File: config.mk
export PLATFORM = sky130hd
export DESIGN_NAME = sorted_priority_queue_unit
export DESIGN_NICKNAME = d
export VERILOG_FILES = /design/src/rtl/spq_pkg.sv /design/src/rtl/spq_cell.sv /design/src/rtl/sorted_priority_queue_unit.sv
export SDC_FILE = /design/constraint.sdc
export NUM_CORES = 2
export LEC_CHECK = 0
export BUFFER_PORTS_ARGS = -buffer_cell sky130_fd_sc_hd__buf_2
export CORE_MARGIN = 4
export CORE_UTILIZATION = 59
export CTS_CLUSTER_SIZE = 8
export DETAILED_ROUTE_END_ITERATION = 8
export PLACE_DENSITY = 0.76
export SETUP_SLACK_MARGIN = 0.02
export SLEW_MARGIN = 0
export SYNTH_ARGS = -nofsm -noshare
export SYNTH_HDL_FRONTEND = slang
export SYNTH_SLANG_ARGS = --single-unit
File: constraint.sdc
create_clock -name clk -period 5.6 [get_ports clk]
set_input_delay 0.84 -clock clk [delete_from_list [all_inputs] [get_ports clk]]
set_output_delay 0.84 -clock clk [all_outputs]
set_load 0.02 [all_outputs]
File: src/rtl/spq_pkg.sv
`timescale 1ns / 1ps
`default_nettype none
// ----------------------------------------------------------------------------
// Sorted priority queue package
// Shared constants, codes and the command struct that the top level hands to
// every storage cell of the chain.
// ----------------------------------------------------------------------------
package spq_pkg;

    localparam int DEFAULT_CAPACITY = 16;
    localparam int VALUE_W          = 32;
    localparam int STATUS_W         = 2;

    typedef enum logic [0:0] {
        OP_INSERT = 1'b0,
        OP_REMOVE = 1'b1
    } op_t;

    typedef enum logic [STATUS_W-1:0] {
        ST_OK    = 2'd0,
        ST_FULL  = 2'd1,
        ST_EMPTY = 2'd2
    } status_t;

    // Broadcast to every cell in the cycle a transaction is accepted.
    typedef struct packed {
        logic                       insert_en;
        logic                       remove_en;
        logic signed [VALUE_W-1:0]  new_value;
    } cell_cmd_t;

endpackage
`default_nettype wire

File: src/rtl/spq_cell.sv
`timescale 1ns / 1ps
`default_nettype none
// ----------------------------------------------------------------------------
// Sorted priority queue storage cell
// Holds one value of the ascending chain. On insert it keeps its value, takes
// the new value or takes its left neighbour's value; on remove it takes its
// right neighbour's value.
// ----------------------------------------------------------------------------
module spq_cell
(
    input  wire                              clk,
    input  wire spq_pkg::cell_cmd_t          cmd,
    input  wire                              occupied,
    input  wire                              left_gt,
    input  wire logic signed [spq_pkg::VALUE_W-1:0] left_value,
    input  wire logic signed [spq_pkg::VALUE_W-1:0] right_value,
    output logic signed [spq_pkg::VALUE_W-1:0]      value,
    output logic                             gt
);

    logic signed [spq_pkg::VALUE_W-1:0] value_reg;
    logic signed [spq_pkg::VALUE_W-1:0] value_next;

    // A stored value greater than the new one must move one place right, so
    // equal values stay ahead of the newcomer.
    assign gt = occupied && (value_reg > cmd.new_value);

    always_comb
    begin
        value_next = value_reg;
        if (cmd.remove_en)
        begin
            value_next = right_value;
        end
        else if (cmd.insert_en)
        begin
            if (left_gt)
            begin
                value_next = left_value;
            end
            else if (!occupied || gt)
            begin
                value_next = cmd.new_value;
            end
        end
    end

    always_ff @(posedge clk)
    begin
        value_reg <= value_next;
    end

    assign value = value_reg;

endmodule
`default_nettype wire

File: src/rtl/sorted_priority_queue_unit.sv
`timescale 1ns / 1ps
`default_nettype none
// ----------------------------------------------------------------------------
// Sorted priority queue unit
// Keeps up to CAPACITY signed values in ascending order in a chain of cells.
// ----------------------------------------------------------------------------
// Usage:
// The slave channel takes one operation per transaction: s_tuser selects
// insert (0) or remove-smallest (1) and s_tdata carries the value to insert.
// Every accepted transaction produces exactly one result transaction on the
// master channel carrying a status, the removed value and the occupancy
// after the operation. Equal values leave in arrival order.
// m_tvalid rises in the cycle after acceptance. Throughput is one operation per
// cycle while the receiver does not stall: every cell compares against the new
// value and moves one place in the same cycle; chain length does not affect the rate.
// The result register frees as it is read, so a new operation is accepted
// in the cycle the previous result is taken.
// When the receiver stalls, the result is held and s_tready stays low until
// m_tready returns. Reset empties the queue and clears m_tvalid; the cell
// contents are not reset because only occupied cells are ever read.
// ----------------------------------------------------------------------------
module sorted_priority_queue_unit
#(
    parameter int CAPACITY = spq_pkg::DEFAULT_CAPACITY,
    parameter int CNT_W    = $clog2(CAPACITY + 1),
    parameter int OUT_W    = ((spq_pkg::STATUS_W + spq_pkg::VALUE_W + CNT_W + 7) / 8) * 8
)
(
    input  wire                          clk,
    input  wire                          rst_n,
    input  wire                          s_tvalid,
    output logic                         s_tready,
    input  wire [spq_pkg::VALUE_W-1:0]   s_tdata,   // [31:0] value
    input  wire                          s_tuser,   // [0] operation
    output logic                         m_tvalid,
    input  wire                          m_tready,
    output logic [OUT_W-1:0]             m_tdata    // status, removed_value, occupancy
);

    localparam int VW = spq_pkg::VALUE_W;

    logic [CNT_W-1:0]              count_reg;
    logic [CNT_W-1:0]              count_next;
    logic                          out_valid_reg;
    logic                          out_valid_next;
    logic [OUT_W-1:0]              out_data_reg;
    logic [OUT_W-1:0]              out_data_next;

    logic                          accept;
    logic                          is_full;
    logic                          is_empty;
    spq_pkg::status_t              status;
    logic signed [VW-1:0]          removed;
    spq_pkg::cell_cmd_t            cmd;

    logic [CAPACITY-1:0]           occupied;
    logic [CAPACITY-1:0]           cell_gt;
    logic signed [VW-1:0]          cell_value [CAPACITY];

    assign s_tready = !out_valid_reg || m_tready;
    assign accept   = s_tvalid && s_tready;
    assign is_full  = (count_reg == CNT_W'(CAPACITY));
    assign is_empty = (count_reg == '0);

    always_comb
    begin
        status        = spq_pkg::ST_OK;
        removed       = '0;
        count_next    = count_reg;
        cmd.insert_en = 1'b0;
        cmd.remove_en = 1'b0;
        cmd.new_value = $signed(s_tdata);
        if (accept)
        begin
            case (spq_pkg::op_t'(s_tuser))
                spq_pkg::OP_INSERT:
                begin
                    if (is_full)
                    begin
                        status = spq_pkg::ST_FULL;
                    end
                    else
                    begin
                        cmd.insert_en = 1'b1;
                        count_next    = count_reg + 1'b1;
                    end
                end
                spq_pkg::OP_REMOVE:
                begin
                    if (is_empty)
                    begin
                        status = spq_pkg::ST_EMPTY;
                    end
                    else
                    begin
                        cmd.remove_en = 1'b1;
                        removed       = cell_value[0];
                        count_next    = count_reg - 1'b1;
                    end
                end
                default:
                begin
                    status = spq_pkg::ST_OK;
                end
            endcase
        end
    end

    always_comb
    begin
        out_valid_next = out_valid_reg;
        out_data_next  = out_data_reg;
        if (accept)
        begin
            out_valid_next = 1'b1;
            out_data_next  = OUT_W'({count_next, removed, status});
        end
        else if (m_tready)
        begin
            out_valid_next = 1'b0;
        end
    end

    always_ff @(posedge clk or negedge rst_n)
    begin
        if (!rst_n)
        begin
            count_reg     <= '0;
            out_valid_reg <= 1'b0;
        end
        else
        begin
            count_reg     <= count_next;
            out_valid_reg <= out_valid_next;
        end
    end

    always_ff @(posedge clk)
    begin
        out_data_reg <= out_data_next;
    end

    genvar gi;
    generate
        for (gi = 0; gi < CAPACITY; gi++)
        begin : g_cell
            logic                 left_gt;
            logic signed [VW-1:0] left_value;
            logic signed [VW-1:0] right_value;

            assign occupied[gi] = (count_reg > CNT_W'(gi));

            if (gi == 0)
            begin : g_first
                assign left_gt    = 1'b0;
                assign left_value = cmd.new_value;
            end
            else
            begin : g_mid
                assign left_gt    = cell_gt[gi-1];
                assign left_value = cell_value[gi-1];
            end

            if (gi == CAPACITY - 1)
            begin : g_last
                assign right_value = cell_value[gi];
            end
            else
            begin : g_inner
                assign right_value = cell_value[gi+1];
            end

            spq_cell u_cell
            (
                .clk         (clk),
                .cmd         (cmd),
                .occupied    (occupied[gi]),
                .left_gt     (left_gt),
                .left_value  (left_value),
                .right_value (right_value),
                .value       (cell_value[gi]),
                .gt          (cell_gt[gi])
            );
        end
    endgenerate

    assign m_tvalid = out_valid_reg;
    assign m_tdata  = out_data_reg;

endmodule
`default_nettype wire

==> summary.md <==
| Metric | Value |
|---|---|
| Fin crit period | `4.56 ns` |
| Most frequent cells in the layout | `653 x a21oi_1, 551 x edfxtp_1, 517 x ha_1` |
| GPL Wtd Cong | `0.931` |
| Core Area | `0.0649 sq mm` |
| Post-synth top flop | `edfxtp_1` |
| Synth Instances | `3776` |
| DP HPWL | `77700 um` |
| R2R depth | `10` |
| Reg2reg start | `g_cell[0].u_cell.value[27]` |
| Post-synth ARST share | `1.08%` |
| Antenna violations before repair | `4` |
| Status | `complete, no violations` |
| Layout Nets | `4372` |
| Commonest non-fill, non-tap cell in the layout | `a21oi_1` |
| Fill cells | `4961` |
| Post-synth top area share | `42.5%` |
| # DRC | `0` |
| Layout Area Growth over Synthesis | `9.98%` |
| Clock slew at reported path FFs | `0.05 ns` |
| Worst Path Max Fanout | `17` |
| Die ar. | `0.0702 sq mm` |
| Global routing usage on met1 | `39.8%` |
| #FFs+latches synth | `557` |
| Vias in the first global route | `29.2k` |
| Pwr dens | `451 mW/mm^2` |
| # setup viols final | `0` |
| Max-cap violations | `0` |
| Post-Syn Nets | `4330` |
| Met3 Track Usage GR | `3.46%` |
| RSZ-0062 raised after global routing | `false` |
| Final hold viol count | `0` |
| First-pass GRT wire length | `163000 um` |
| Power Total | `19.3 mW` |
| Setup CP Type | `input port to flop` |
| Slew headroom | `25.5%` |
| # port buffers | `77` |
| Synth area leaders | `edfxtp_1 42%, ha_1 17%, mux2i_1 11%` |
| Post-route antenna net violation count | `0` |
| Post-synthesis cell type count | `70` |
| Post-route clock period utilization | `81.4%` |
| # H-tree levels | `3` |
| Initial core utilization | `60.0%` |
| Reg area | `0.0167 sq mm` |
| Layout cells sized above 1 | `8.60%` |
| Hold WS | `0.0766 ns` |
| Buffer levels on the longest clock path | `3` |
| Cts hold-fix bufs | `0` |
| Rows | `93` |
| Via count | `30.4k` |
| Reg2reg setup slack | `1.80 ns` |
| Later-pin clock latency in the skew report | `0.62 ns` |
| FMAX | `219 MHz` |
| Leakage | `17.9 nW` |
| Drt initial violations | `3424` |
| GRT Max-Usage Layer | `met2` |
| CTS Sinks | `557` |
| Worst Hold Class | `input port to async pin` |
| Fin Setup TNS | `0 ns` |
| Clk root buf | `clkbuf_16` |
| Vias per cell | `6.46` |
| Synth Cell Area | `0.0389 sq mm` |
| Peak VDD IR | `449 uV` |
| GRT overflow | `0` |
| Syn Area/Cell | `10.3 sq um` |
| Worst slew pin tran | `1.12 ns` |
| Sequential fraction of the synthesis area | `42.9%` |
| Max Slew Vio Count | `0` |
| WL per Instance | `22.2 um` |
| Die Ht | `265 um` |
| Met2 Use GR | `47.1%` |
| I/O pins | `79` |
| GRT Total Usage | `28.8%` |
| WL final | `104000 um` |
| CTS tree | `yes` |
| Crit path DAT | `4.85 ns` |
| Worst Setup End Kind | `flop` |
| Die Span X | `265 um` |
| Critical Path RT | `5.90 ns` |
| Area of the multi-input gates | `0.0213 sq mm` |
| Post-synth EDFFs | `551` |
| Post-CTS sizing | `0` |
| Skew final | `0.0173 ns` |
| Post-CTS Setup Repair Bufs | `0` |
| DRT Pass-1 Iters | `7` |
| Cell accounting for the most synthesized area | `edfxtp_1` |
| Yosys warns | `0` |
| CTS buffer count | `79` |
| Largest net degree at the start of global routing | `203` |
| Max reg flops | `512` |
| Crit path launch type | `input port` |
| Worst R2R End | `g_cell[1].u_cell.value[19]` |
## power breakdown
part	total (mW)	internal [mW]	switching (mW)
Combinational	7.70	3.22	4.47
Sequential	7.23	6.26	0.967
Clock	4.37	2.62	1.75
## worst max-delay path, stage by stage
cell	delay, ns
buf_2	0.31
inv_1	0.41
buf_4	0.30
ha_1	0.32
nand4_1	0.21
nor4_1	0.94
nor3b_1	0.43
a211o_1	0.19
nand3_2	0.08
buf_4	0.27
a41oi_4	0.26
buf_4	0.28
## per-layer routing
| metal | share of wire (%) | wire length (um) |
|---|---|---|
| met5 | 0 | 0 |
| met4 | 3.7 | 3910 |
| met3 | 7.4 | 7750 |
| met2 | 46 | 48000 |
| met1 | 43 | 44700 |
## cells in the mapped netlist, drive strengths merged (4+ instances only)
master,instances
or4,5
o211ai,20
nor3,15
and3,37
o21ai,137
a221oi,11
a21o,66
nor4,21
or2,4
and4,12
a41oi,37
a211o,4
o31ai,9
o22ai,5
a21oi,656
inv,86
a21boi,7
nand3,36
a22oi,4
nand2b,8
nand4,100
mux2i,415
clkbuf,165
nor2b,20
o21bai,4
a211oi,17
ha,517
a31oi,10
nand2,143
nor2,502
a2111oi,6
mux2,32
buf,52
dfrtp,6
edfxtp,551
o21a,12
## metrics by stage
step / area [sq um] / setup slack [ns] / cells / utilization [%]
after detailed placement: 40700 / 0.459 / 4592 / 62.6
after global routing: 42800 / 0.939 / 4696 / 66.0
after CTS: 42800 / 1.08 / 4693 / 65.9
after floorplan: 38900 / 0.353 / 3776 / -
final: 42800 / 1.04 / 4698 / 66.0
after global placement: 40700 / 0.571 / 4592 / 62.6
## worst max-delay path by stage
stage,from,endpoint,slack (ns),depth (start not counted)
final,s_tdata[27],g_cell[3].u_cell.value[12],1.04,12
after CTS,s_tdata[27],g_cell[3].u_cell.value[8],1.08,12
after detailed placement,s_tdata[27],g_cell[3].u_cell.value[6],0.46,12
after global placement,s_tdata[27],g_cell[3].u_cell.value[7],0.57,12
after global routing,s_tdata[27],g_cell[3].u_cell.value[23],0.94,12
after floorplan,m_tready,g_cell[0].u_cell.value[0],0.35,8
## kinds of logic (layout without fill, tap and decap cells)
logic type / Yosys count / in the layout / synth area share, %
adder cells (fa/ha/maj): 517 / 517 / 16.6
flip-flops: 557 / 557 / 42.9
XOR/XNOR: 3 / 3 / 0.0675
AO/OA/AOI/OAI: 1034 / 1034 / 15.1
multiplexers: 447 / 447 / 11.6
AND/OR/NAND/NOR: 914 / 914 / 10.6
buffers and inverters: 303 / 365 / 3.17
other: 1 / 6 / 0.00963
## final cells by class
cell class              instances  share of cell area, %
multi-input cells            2916                   49.8
flip-flops and latches        557                   39.0
clock inverters                 4                 0.0730
diodes                          5                 0.0292
inverters                      86                  0.754
clock buffers                  97                   4.97
well taps                     855                   2.50
repair buffers                178                   2.87
(Power assumes the default switching activity.)
